==> config.mk <==
export PLATFORM = sky130hd
export DESIGN_NAME = max_rectangle_binary_matrix
export DESIGN_NICKNAME = d
export VERILOG_FILES = /design/src/rtl/core/mrbm_pkg.sv /design/src/rtl/core/max_rectangle_binary_matrix.sv /design/src/rtl/core/mrbm_ram.sv
export SDC_FILE = /design/constraint.sdc
export NUM_CORES = 2
export LEC_CHECK = 0
export ABC_AREA = 1
export BUFFER_PORTS_ARGS = -buffer_cell sky130_fd_sc_hd__buf_2
export CORE_MARGIN = 2
export CORE_UTILIZATION = 40
export CTS_BUF_LIST = sky130_fd_sc_hd__clkbuf_16
export DETAILED_ROUTE_END_ITERATION = 16
export PLACE_DENSITY_LB_ADDON = 0.12
export SETUP_SLACK_MARGIN = 0.15
export SLEW_MARGIN = 15
export SYNTH_ARGS = -nofsm -noshare
export SYNTH_HDL_FRONTEND = slang
export SYNTH_SLANG_ARGS = --single-unit
==> constraint.sdc <==
create_clock -name clk -period 8.25 [get_ports clk]
set_clock_uncertainty 0.2 [all_clocks]
set_input_delay 0.825 -clock clk [delete_from_list [all_inputs] [get_ports clk]]
set_output_delay 0.825 -clock clk [all_outputs]
set_load 0.005 [all_outputs]
==> src/rtl/core/mrbm_pkg.sv <==
// Shared types and constants for the maximal rectangle block.
`default_nettype none

package mrbm_pkg;

    localparam int AREA_W = 17;
    localparam logic [AREA_W-1:0] AREA_MAX = 17'h1FFFF;
    localparam int ROW_WIDTH_W = 7;
    localparam logic [ROW_WIDTH_W-1:0] ROW_WIDTH_RST = 7'd8;

    typedef enum logic [2:0] {
        ST_CLEAR,
        ST_IDLE,
        ST_UPD,
        ST_LOAD,
        ST_FETCH,
        ST_CMP,
        ST_POP,
        ST_OUT
    } state_t;

endpackage

`default_nettype wire

==> src/rtl/core/max_rectangle_binary_matrix.sv <==
// Streaming maximal all-ones rectangle over a binary matrix, one cell per transaction.
//
// Cells arrive row-major on the in_valid/in_ready channel (cell_req, final_row).
// row_width, written through cfg_wen/cfg_wdata, sets the columns per row; write it
// only while idle, which the block itself does not enforce. A cell that does not
// close a row takes a height read in IDLE, then a write-back in UPD. The closing
// cell triggers a histogram pass over the column-height RAM using an index stack
// held in a second RAM, the top entry kept in registers. Each column height is
// captured in FETCH and compared in CMP; each stack pop goes through POP to CMP.
// One transaction per row leaves on out_valid/out_ready: row_area, best_area and
// matrix_done. The result sits in an output register, so new cells are taken
// while it waits; only the next row's result stalls behind an untaken one.
// After reset, and after a row flagged final_row, a clearing pass writes zero to
// every height entry while in_ready is low. The running best is cleared after the
// final row's transaction is loaded.
`default_nettype none

module max_rectangle_binary_matrix #(
    parameter int MAX_COLS = 64,
    parameter int MAX_ROWS = 1024
) (
    input  wire logic                               clk,
    input  wire logic                               rst_n,
    input  wire logic                               cfg_wen,
    input  wire logic [mrbm_pkg::ROW_WIDTH_W-1:0]   cfg_wdata,
    input  wire logic                               in_valid,
    output logic                                    in_ready,
    input  wire logic                               cell_req,
    input  wire logic                               final_row,
    output logic                                    out_valid,
    input  wire logic                               out_ready,
    output logic      [mrbm_pkg::AREA_W-1:0]        row_area,
    output logic      [mrbm_pkg::AREA_W-1:0]        best_area,
    output logic                                    matrix_done
);

    localparam int CW  = $clog2(MAX_COLS + 1);
    localparam int AW  = (MAX_COLS > 1) ? $clog2(MAX_COLS) : 1;
    localparam int DW  = $clog2(MAX_COLS + 2);
    localparam int HW  = $clog2(MAX_ROWS + 1);
    localparam int SW  = CW + HW;
    localparam int PW  = HW + CW;
    localparam int EW  = (PW > mrbm_pkg::AREA_W) ? PW : mrbm_pkg::AREA_W;
    localparam int AREA_W = mrbm_pkg::AREA_W;

    mrbm_pkg::state_t state_reg, state_next;

    logic [mrbm_pkg::ROW_WIDTH_W-1:0] rw_reg;
    logic [AW-1:0]     col_reg, col_next;
    logic [AW-1:0]     clr_reg, clr_next;
    logic [CW-1:0]     i_reg, i_next;
    logic [DW-1:0]     depth_reg, depth_next;
    logic [CW-1:0]     top_idx_reg, top_idx_next;
    logic [HW-1:0]     top_h_reg, top_h_next;
    logic [HW-1:0]     hcur_reg, hcur_next;
    logic [AREA_W-1:0] area_reg, area_next;
    logic              area_pend_reg, area_pend_next;
    logic [AREA_W-1:0] best_reg, best_next;
    logic [AREA_W-1:0] run_best_reg, run_best_next;
    logic              cell_reg, cell_next;
    logic              last_reg, last_next;
    logic              out_valid_reg, out_valid_next;
    logic [AREA_W-1:0] row_area_reg, row_area_next;
    logic [AREA_W-1:0] best_area_reg, best_area_next;
    logic              done_reg, done_next;

    logic [CW-1:0]     eff_w;
    logic [CW-1:0]     col_inc;
    logic              push_c;
    logic [HW-1:0]     h_new;
    logic [CW-1:0]     span;
    logic [EW-1:0]     prod;
    logic [AREA_W-1:0] area_sat;
    logic [AREA_W-1:0] best_fold;
    logic [AREA_W-1:0] row_best_total;
    logic              out_load;

    logic              h_we;
    logic [AW-1:0]     h_waddr;
    logic [HW-1:0]     h_wdata;
    logic [AW-1:0]     h_raddr;
    logic [HW-1:0]     h_rdata;

    logic              s_we;
    logic [AW-1:0]     s_waddr;
    logic [SW-1:0]     s_wdata;
    logic [AW-1:0]     s_raddr;
    logic [SW-1:0]     s_rdata;
    logic [CW-1:0]     below_idx;
    logic [HW-1:0]     below_h;

    mrbm_ram #(
        .WIDTH (HW),
        .DEPTH (MAX_COLS)
    ) u_height_ram (
        .clk   (clk),
        .we    (h_we),
        .waddr (h_waddr),
        .wdata (h_wdata),
        .raddr (h_raddr),
        .rdata (h_rdata)
    );

    mrbm_ram #(
        .WIDTH (SW),
        .DEPTH (MAX_COLS)
    ) u_stack_ram (
        .clk   (clk),
        .we    (s_we),
        .waddr (s_waddr),
        .wdata (s_wdata),
        .raddr (s_raddr),
        .rdata (s_rdata)
    );

    assign below_idx = s_rdata[SW-1:HW];
    assign below_h   = s_rdata[HW-1:0];

    // Effective row width: zero acts as one, clamp at MAX_COLS
    always_comb
    begin
        if (rw_reg == '0)
        begin
            eff_w = CW'(1);
        end
        else if (int'(rw_reg) > MAX_COLS)
        begin
            eff_w = CW'(MAX_COLS);
        end
        else
        begin
            eff_w = CW'(rw_reg);
        end
    end

    assign col_inc = CW'(col_reg) + CW'(1);
    assign push_c  = (depth_reg == '0) || (top_h_reg < hcur_reg);

    always_comb
    begin
        if (!cell_reg)
        begin
            h_new = '0;
        end
        else if (h_rdata < HW'(MAX_ROWS))
        begin
            h_new = h_rdata + HW'(1);
        end
        else
        begin
            h_new = h_rdata;
        end
    end

    assign span = (depth_reg == DW'(1)) ? i_reg : (i_reg - below_idx - CW'(1));
    assign prod = EW'(top_h_reg) * EW'(span);
    assign area_sat = (prod > EW'(mrbm_pkg::AREA_MAX)) ? mrbm_pkg::AREA_MAX
                                                       : AREA_W'(prod);
    assign best_fold = (area_pend_reg && (area_reg > best_reg)) ? area_reg : best_reg;
    assign row_best_total = (best_reg > run_best_reg) ? best_reg : run_best_reg;
    assign out_load = !out_valid_reg || out_ready;

    // Next state
    always_comb
    begin
        state_next = state_reg;
        unique case (state_reg)
            mrbm_pkg::ST_CLEAR:
            begin
                if (int'(clr_reg) == MAX_COLS - 1)
                begin
                    state_next = mrbm_pkg::ST_IDLE;
                end
            end
            mrbm_pkg::ST_IDLE:
            begin
                if (in_valid)
                begin
                    state_next = mrbm_pkg::ST_UPD;
                end
            end
            mrbm_pkg::ST_UPD:
            begin
                state_next = (col_inc < eff_w) ? mrbm_pkg::ST_IDLE : mrbm_pkg::ST_LOAD;
            end
            mrbm_pkg::ST_LOAD:
            begin
                state_next = mrbm_pkg::ST_FETCH;
            end
            mrbm_pkg::ST_FETCH:
            begin
                state_next = mrbm_pkg::ST_CMP;
            end
            mrbm_pkg::ST_CMP:
            begin
                if (!push_c)
                begin
                    state_next = mrbm_pkg::ST_POP;
                end
                else if (i_reg == eff_w)
                begin
                    state_next = mrbm_pkg::ST_OUT;
                end
                else
                begin
                    state_next = mrbm_pkg::ST_FETCH;
                end
            end
            mrbm_pkg::ST_POP:
            begin
                state_next = mrbm_pkg::ST_CMP;
            end
            mrbm_pkg::ST_OUT:
            begin
                if (out_load)
                begin
                    state_next = last_reg ? mrbm_pkg::ST_CLEAR : mrbm_pkg::ST_IDLE;
                end
            end
            default:
            begin
                state_next = mrbm_pkg::ST_CLEAR;
            end
        endcase
    end

    // Handshake and memory controls
    always_comb
    begin
        in_ready = 1'b0;
        h_we     = 1'b0;
        h_waddr  = col_reg;
        h_wdata  = h_new;
        h_raddr  = col_reg;
        s_we     = 1'b0;
        s_waddr  = AW'(depth_reg - DW'(1));
        s_wdata  = {top_idx_reg, top_h_reg};
        s_raddr  = AW'(depth_reg - DW'(2));
        unique case (state_reg)
            mrbm_pkg::ST_CLEAR:
            begin
                h_we    = 1'b1;
                h_waddr = clr_reg;
                h_wdata = '0;
            end
            mrbm_pkg::ST_IDLE:
            begin
                in_ready = 1'b1;
            end
            mrbm_pkg::ST_UPD:
            begin
                h_we = 1'b1;
            end
            mrbm_pkg::ST_LOAD:
            begin
                h_raddr = '0;
            end
            mrbm_pkg::ST_CMP:
            begin
                h_raddr = AW'(i_reg + CW'(1));
                s_we    = push_c && (depth_reg != '0);
            end
            mrbm_pkg::ST_FETCH,
            mrbm_pkg::ST_POP,
            mrbm_pkg::ST_OUT:
            begin
            end
            default:
            begin
            end
        endcase
    end

    // Datapath next values
    always_comb
    begin
        col_next       = col_reg;
        clr_next       = clr_reg;
        i_next         = i_reg;
        depth_next     = depth_reg;
        top_idx_next   = top_idx_reg;
        top_h_next     = top_h_reg;
        hcur_next      = hcur_reg;
        area_next      = area_reg;
        area_pend_next = area_pend_reg;
        best_next      = best_reg;
        run_best_next  = run_best_reg;
        cell_next      = cell_reg;
        last_next      = last_reg;
        out_valid_next = out_valid_reg && !out_ready;
        row_area_next  = row_area_reg;
        best_area_next = best_area_reg;
        done_next      = done_reg;
        unique case (state_reg)
            mrbm_pkg::ST_CLEAR:
            begin
                clr_next = clr_reg + AW'(1);
            end
            mrbm_pkg::ST_IDLE:
            begin
                if (in_valid)
                begin
                    cell_next = cell_req;
                    last_next = final_row;
                end
            end
            mrbm_pkg::ST_UPD:
            begin
                if (col_inc < eff_w)
                begin
                    col_next = AW'(col_inc);
                end
                else
                begin
                    col_next       = '0;
                    i_next         = '0;
                    depth_next     = '0;
                    best_next      = '0;
                    area_pend_next = 1'b0;
                end
            end
            mrbm_pkg::ST_FETCH:
            begin
                hcur_next = (i_reg < eff_w) ? h_rdata : '0;
            end
            mrbm_pkg::ST_CMP:
            begin
                best_next      = best_fold;
                area_pend_next = 1'b0;
                if (push_c)
                begin
                    top_idx_next = i_reg;
                    top_h_next   = hcur_reg;
                    depth_next   = depth_reg + DW'(1);
                    i_next       = i_reg + CW'(1);
                end
            end
            mrbm_pkg::ST_POP:
            begin
                area_next      = area_sat;
                area_pend_next = 1'b1;
                depth_next     = depth_reg - DW'(1);
                if (depth_reg != DW'(1))
                begin
                    top_idx_next = below_idx;
                    top_h_next   = below_h;
                end
            end
            mrbm_pkg::ST_OUT:
            begin
                if (out_load)
                begin
                    out_valid_next = 1'b1;
                    row_area_next  = best_reg;
                    best_area_next = row_best_total;
                    done_next      = last_reg;
                    run_best_next  = last_reg ? '0 : row_best_total;
                    clr_next       = '0;
                end
            end
            default:
            begin
            end
        endcase
    end

    always_ff @(posedge clk or negedge rst_n)
    begin
        if (!rst_n)
        begin
            state_reg     <= mrbm_pkg::ST_CLEAR;
            rw_reg        <= mrbm_pkg::ROW_WIDTH_RST;
            col_reg       <= '0;
            clr_reg       <= '0;
            i_reg         <= '0;
            depth_reg     <= '0;
            area_pend_reg <= 1'b0;
            best_reg      <= '0;
            run_best_reg  <= '0;
            out_valid_reg <= 1'b0;
        end
        else
        begin
            state_reg     <= state_next;
            if (cfg_wen)
            begin
                rw_reg <= cfg_wdata;
            end
            col_reg       <= col_next;
            clr_reg       <= clr_next;
            i_reg         <= i_next;
            depth_reg     <= depth_next;
            area_pend_reg <= area_pend_next;
            best_reg      <= best_next;
            run_best_reg  <= run_best_next;
            out_valid_reg <= out_valid_next;
        end
    end

    always_ff @(posedge clk)
    begin
        top_idx_reg   <= top_idx_next;
        top_h_reg     <= top_h_next;
        hcur_reg      <= hcur_next;
        area_reg      <= area_next;
        cell_reg      <= cell_next;
        last_reg      <= last_next;
        row_area_reg  <= row_area_next;
        best_area_reg <= best_area_next;
        done_reg      <= done_next;
    end

    assign out_valid   = out_valid_reg;
    assign row_area    = row_area_reg;
    assign best_area   = best_area_reg;
    assign matrix_done = done_reg;

endmodule

`default_nettype wire

==> src/rtl/core/mrbm_ram.sv <==
// Generic single-write, single-read RAM with registered read data.
`default_nettype none

module mrbm_ram #(
    parameter int WIDTH = 8,
    parameter int DEPTH = 16
) (
    input  wire logic                                  clk,
    input  wire logic                                  we,
    input  wire logic [(DEPTH > 1 ? $clog2(DEPTH) : 1)-1:0] waddr,
    input  wire logic [WIDTH-1:0]                      wdata,
    input  wire logic [(DEPTH > 1 ? $clog2(DEPTH) : 1)-1:0] raddr,
    output logic      [WIDTH-1:0]                      rdata
);

    logic [WIDTH-1:0] mem [DEPTH];

    always_ff @(posedge clk)
    begin
        if (we)
        begin
            mem[waddr] <= wdata;
        end
        rdata <= mem[raddr];
    end

endmodule

`default_nettype wire
* Word level (Yosys, flattened, before mapping)
Memories as Yosys holds them, arrays and structs flattened. A register that Yosys moved wholly into a read port is not among the register bits. Index checks and enable logic that the tools add are counted.
Operators by class: mux-type cells 46, $mul 1, equal/unequal tests 18, shifts and indexed selects 0, reductions and logical operators 26, order comparisons 8, add/sub/neg operators 9, bitwise logic cells 0, div/mod/pow operators 0
Operators with widths (count):
- $mux W17 | 4
- $mux W7 | 8
- $mux W11 | 5
- $gt A17 B17 Y1 | 2
- $pmux W17 S2 | 1
- $pmux W7 S2 | 2
- $pmux W6 S2 | 2
- $pmux W11 S2 | 1
- $pmux W3 S7 | 1
- $pmux W7 S3 | 1
- $gt A18 B17 Y1 const B | 1
- $mul A11 B7 Y18 | 1
- $mux W6 | 3
- $reduce_and A3 Y1 | 5
- $add A7 B1 Y7 const B | 2
- $logic_not A7 Y1 | 2
- $lt A7 B7 Y1 | 2
- $ne A2 B2 Y1 const B | 7
- $sub A7 B1 Y7 const B | 2
- $eq A3 B3 Y1 const B | 4
- $add A11 B1 Y11 const B | 1
- $lt A11 B11 Y1 | 1
- $lt A11 B11 Y1 const B | 1
- $mux W1 | 11
- other kinds (23) | 38
Word-level totals: input port bits 14, memories kept 2, output and inout port bits 37, word-level logic and storage cells 129, bits in read-only memories 0, register bits after elaboration 155, bits in latches 0, RAM bits 1856
Memories:
- u_stack_ram.mem | depth 64, width 18, rd ports 1, clocked after Yosys merged registers in 1, write ports 1, RTL line mrbm_ram.sv:16 | logic [WIDTH-1:0] mem [DEPTH];
- u_height_ram.mem | depth 64, width 11, rd ports 1, clocked after Yosys merged registers in 1, write ports 1, RTL line mrbm_ram.sv:16

* Depth between registers and ports, before layout
depth in word-level cells 7, mapped depth 32, depth with buffers taken out 30

* Modules after synthesis
From an unflattened synthesis, not the netlist that was laid out.
Second synthesis, totals: cell total of the unflattened synthesis 7732, area, all modules 87512.7 um^2
By module, submodules not included:
- mrbm_ram (u_stack_ram) | area each 47425.5 um^2, cells each 3942, seq. area each 34953.5 um^2, times used 1
- mrbm_ram (u_height_ram) | area each 28825.1 um^2, cells each 2446, seq. area each 21360.5 um^2, times used 1
- max_rectangle_binary_matrix | area each 11262.1 um^2, cells each 1344, seq. area each 4295.4 um^2, times used 1

* Worst setup path after synthesis
OpenSTA, ideal clock, no wires.
path kind register to register, start point register depth_reg[1], end point register area_reg[10] (data pin), arrival 5625 ps, period minus slack after synthesis 6083 ps, library setup time 258 ps, buffers on the path 4, data required time 7792 ps, cell stages (with the launch flop) 25, setup slack 2167 ps, cell sequence dfrtp_1 -> inv_1 -> clkbuf_1 -> clkbuf_1 -> ha_1 -> nand3_1 -> clkbuf_1 -> o21ai_0 -> inv_1 -> nand2_1 -> fa_1 -> fa_1 -> inv_1 -> fa_1 -> inv_1 -> fa_1 -> inv_1 -> ha_1 -> a21oi_1 -> o21bai_1 -> a221oi_1 -> nand3_1 -> nand2_1 -> buf_2 -> nand2_1
On the way: word-level cells in the longest chain between the ends 4
RTL lines:
- start, declared | RTL line max_rectangle_binary_matrix.sv:52 | logic [DW-1:0] depth_reg, depth_next;
- start signal, assigned | RTL line max_rectangle_binary_matrix.sv:392 | depth_reg <= depth_next;
- $eq A7 B1 Y1 * | RTL line max_rectangle_binary_matrix.sv:155 | assign span = (depth_reg == DW'(1)) ? i_reg : (i_reg - below_idx - CW'(1));
- $mux W7 * | RTL line max_rectangle_binary_matrix.sv:155
- $mul A11 B7 Y18 * | RTL line max_rectangle_binary_matrix.sv:156 | assign prod = EW'(top_h_reg) * EW'(span);
- $gt A18 B17 Y1 | RTL line max_rectangle_binary_matrix.sv:157 | assign area_sat = (prod > EW'(mrbm_pkg::AREA_MAX)) ? mrbm_pkg::AREA_MAX
- end signal, assigned | RTL line max_rectangle_binary_matrix.sv:405 | area_reg <= area_next;
- end, declared | RTL line max_rectangle_binary_matrix.sv:56 | logic [AREA_W-1:0] area_reg, area_next;
Every way passes the cells marked *; elsewhere a longest branch is shown, timed or not. A chain may end at the register's enable or synchronous reset.

* Final worst setup path
start point register depth_reg[1], end point register area_reg[2] (data pin)
The elaborated chain is that of the path after synthesis.

==> impl_metrics.py <==
metrics = {
    "synthesis": {
        "synth.ff_latch_count": 2040,
        "ys_types": 50,
        "synthAdderAreaFrac": 0.02586,
        "seq_area_frac_synth": 0.6883,
        "muxShareOfSynthArea": 0.0003836,
        "synth_top_family_by_area": "simple AND/OR/NAND/NOR gates",
        "syn-num-nets": 7837,
        "synth.cell_area_sq_um": 88060,
        "ys.warnings.count": 0,
        "synth_compound_area_frac": 0.08012,
        "synth_cells": 7668,
        "synth_edf_count": 1939,
        "netlist.area_leader.share": 0.6612,
        "synth_top_area_cell": "edfxtp_1",
        "async_reset_ff_frac": 0.03529,
        "synthSimpleGateAreaFrac": 0.1479,
        "synthTopCellsByCount": "1939 x edfxtp_1, 946 x nor2_1, 941 x nand2_1",
        "synth_area_per_cell_sq_um": 11.48,
        "synth_area_leaders": "edfxtp_1 66%, nand3_1 4.6%, o21ai_0 4.5%",
        "yosys.cell_count.top_type": "edfxtp_1",
        "synthXorXnorAreaFrac": 0.002955,
        "ys.flop_type": "edfxtp_1",
    },
    "clock_tree": {
        "hold_buffers": 10,
        "numCtsBuffers": 217,
        "clkTransAtPathRegs_ns": 0.06,
        "postCtsResizedCells": 0,
        "clkSinkCount": 2040,
        "clock_path_buffers": 3,
        "ctsRootBufferMaster": "clkbuf_16",
        "cts_tree": "yes",
        "clock_latency_ns": 0.85,
        "postCtsSetupRepairBufs": 0,
        "h-tree-depth": 4,
    },
    "final_layout": {
        "drive_above_1_share": 0.08373,
        "regMostFlops": "u_stack_ram.mem",
        "syn_to_final_growth_pct": 12.08,
        "top_regs": "u_stack_ram.mem (1152), u_height_ram.mem (704), u_stack_ram.rdata (18)",
        "largest_reg_flops": 1152,
        "nNetsFinal": 7832,
    },
    "sta": {
        "layout_min_cycle_time_ns": 6.997,
        "final.setup.tns_ns": 0,
        "slew_headroom": 0.2018,
        "rsz0062_at_grt": "false",
        "hold_viol": 0,
        "slew_viol_final": 0,
        "tightest_slew_ns": 1.193,
        "finalSetupViolations": 0,
        "post-route-period-util": 0.8481,
        "max_freq_ghz": 0.1429,
    },
    "route": {
        "drtIter0Drc": 5503,
        "drt-vias-per-instance": 5.441,
        "drt_wl_total_um": 256900,
        "postRouteAntennaNets": 0,
        "drcViolationCount": 0,
        "wl_per_cell_um": 23.96,
        "vias": 58340,
        "drtPass1Iterations": 7,
    },
    "critical_path": {
        "cp.arrival_ns": 7.35,
        "cp-start-kind": "flop",
        "worst_setup_path_end_kind": "flop",
        "slowest_stage": "o21ai_0",
        "path_class": "reg -> reg",
        "worst-path-max-fanout": 41,
        "cp.required_ns": 8.60,
        "cp_cell_sequence": "inv_8 -> ha_1 -> nand3_1 -> o21ai_0 -> inv_1 -> nand2_1 -> fa_1 -> fa_1 -> inv_1 -> fa_1 -> inv_1 -> fa_1 -> inv_1 -> ha_1 -> a21oi_1 -> o21bai_1 -> a221oi_1 -> nand3_1 -> nand2_1 -> nand2_1",
        "cpPeakStageDelay_ns": 0.85,
    },
    "min_path": {
        "hp-class": "in -> reg",
    },
    "floorplan": {
        "initial_utilization": 0.4016,
        "ios": 51,
        "die_w_um": 473.2,
        "coreArea_sq_um": 219300,
        "die_area_sq_um": 223900,
        "die_h_um": 473.2,
        "row_count": 172,
    },
    "placement": {
        "numPortBuffers": 50,
        "place_hpwl_um": 141300,
        "gp_congestion": 0.8229,
    },
    "global_route": {
        "grt_pass1_vias": 56420,
        "overflow": 0,
        "grt_max_degree": 163,
        "antenna_found_initial": 5,
        "grt_pass1_wl_um": 380800,
        "grtUsageTotal": 0.2264,
    },
    "job": {
        "cap_violations": 0,
    },
    "run_status": {
        "outcome": "complete, no violations",
    },
}
metrics by stage:
| step | setup slack, ns | util | instances | hold WS [ns] | instance area (sq um) |
|---|---|---|---|---|---|
| after floorplan | 2.167 | - | 7668 | 0.2272 | 88060 |
| after global placement | 1.139 | 0.4182 | 10310 | 0.2508 | 91700 |
| after detailed placement | 1.123 | 0.4182 | 10310 | 0.2500 | 91710 |
| after CTS | 1.127 | 0.4498 | 10720 | 0.04210 | 98650 |
| after global routing | 0.5725 | 0.4500 | 10720 | 0.09178 | 98690 |
| final | 1.253 | 0.4501 | 10720 | 0.1004 | 98700 |
cell type report:
type	instances	area, sq um
Fill cell	20110	120600
Sequential cell	2040	60620
Multi-Input combinational cell	4426	23100
Clock buffer	222	5555
Tap cell	2871	3592
Inverter	752	2849
Timing Repair Buffer	226	1687
Clock inverter	181	1286
Antenna cell	6	15.01
worst max-delay path: cells and delay by family (launching register included):
kind	cells	cell delay, ns
flops	1	0.51
simple gates	5	1.16
buf+inv	5	0.70
fa+ha+maj	6	2.49
compound gates	4	1.62
path summary, 6_finish.rpt:
path                                   start           end  slack [ns]  depth (start not counted)
worst min-delay path               out_ready     out_valid        0.10                          4
min in group asynchronous              rst_n     out_valid        0.50                          2
worst max register to register  depth_reg[1]   area_reg[2]        1.25                         20
worst max-delay path            depth_reg[1]   area_reg[2]        1.25                         20
max in group asynchronous              rst_n  depth_reg[0]        6.58                          2
worst min register to register      last_reg   matrix_done        0.26                          0
layout by cell type, fill, tap and decap left out, types with 8 or more instances in the layout:
cell and n:
nor2_4 8, or2_2 17, clkbuf_16 222, a21oi_1 74
nand4_1 35, o211ai_1 66, bufinv_16 14, edfxtp_1 1939
fa_1 45, nor3_1 17, o21ai_1 13, nand2_1 941
nand3_1 807, dfrtp_1 69, ha_1 109, dlygate4sd3_1 10
clkinv_2 43, clkinv_1 77, o21ai_0 786, buf_2 49
nor2_1 869, nor2_2 71, o221ai_1 10, inv_2 8
o22ai_1 299, dfxtp_1 29, nand3b_1 176, inv_1 773
xor2_1 18, buf_4 160
cells by family (layout without fill, tap and decap cells):
| kind of cell | after synthesis | count (layout) |
|---|---|---|
| muxes | 3 | 3 |
| adders and majority gates | 155 | 155 |
| DFF | 2040 | 2040 |
| xor gates and xnor gates | 28 | 28 |
| other | 0 | 6 |
| and+or+nand+nor | 2961 | 2961 |
| buffers and inverters | 1202 | 1381 |
| AOI/OAI and AO/OA | 1279 | 1279 |
metal layers:
metal  up-vias  part of all wire  wire [um]  global-route usage
li1      26960                 -          -                   -
met1     29300              0.45     115800              0.3232
met5         -          0.000070         18                   0
met4         2             0.029       7490             0.06890
met2      1712              0.46     118900              0.3589
met3       372             0.057      14650             0.03143
Power is left out: the tool's default activity adds up to more than one toggle a clock period on the data nets, which glitch-free logic cannot reach.
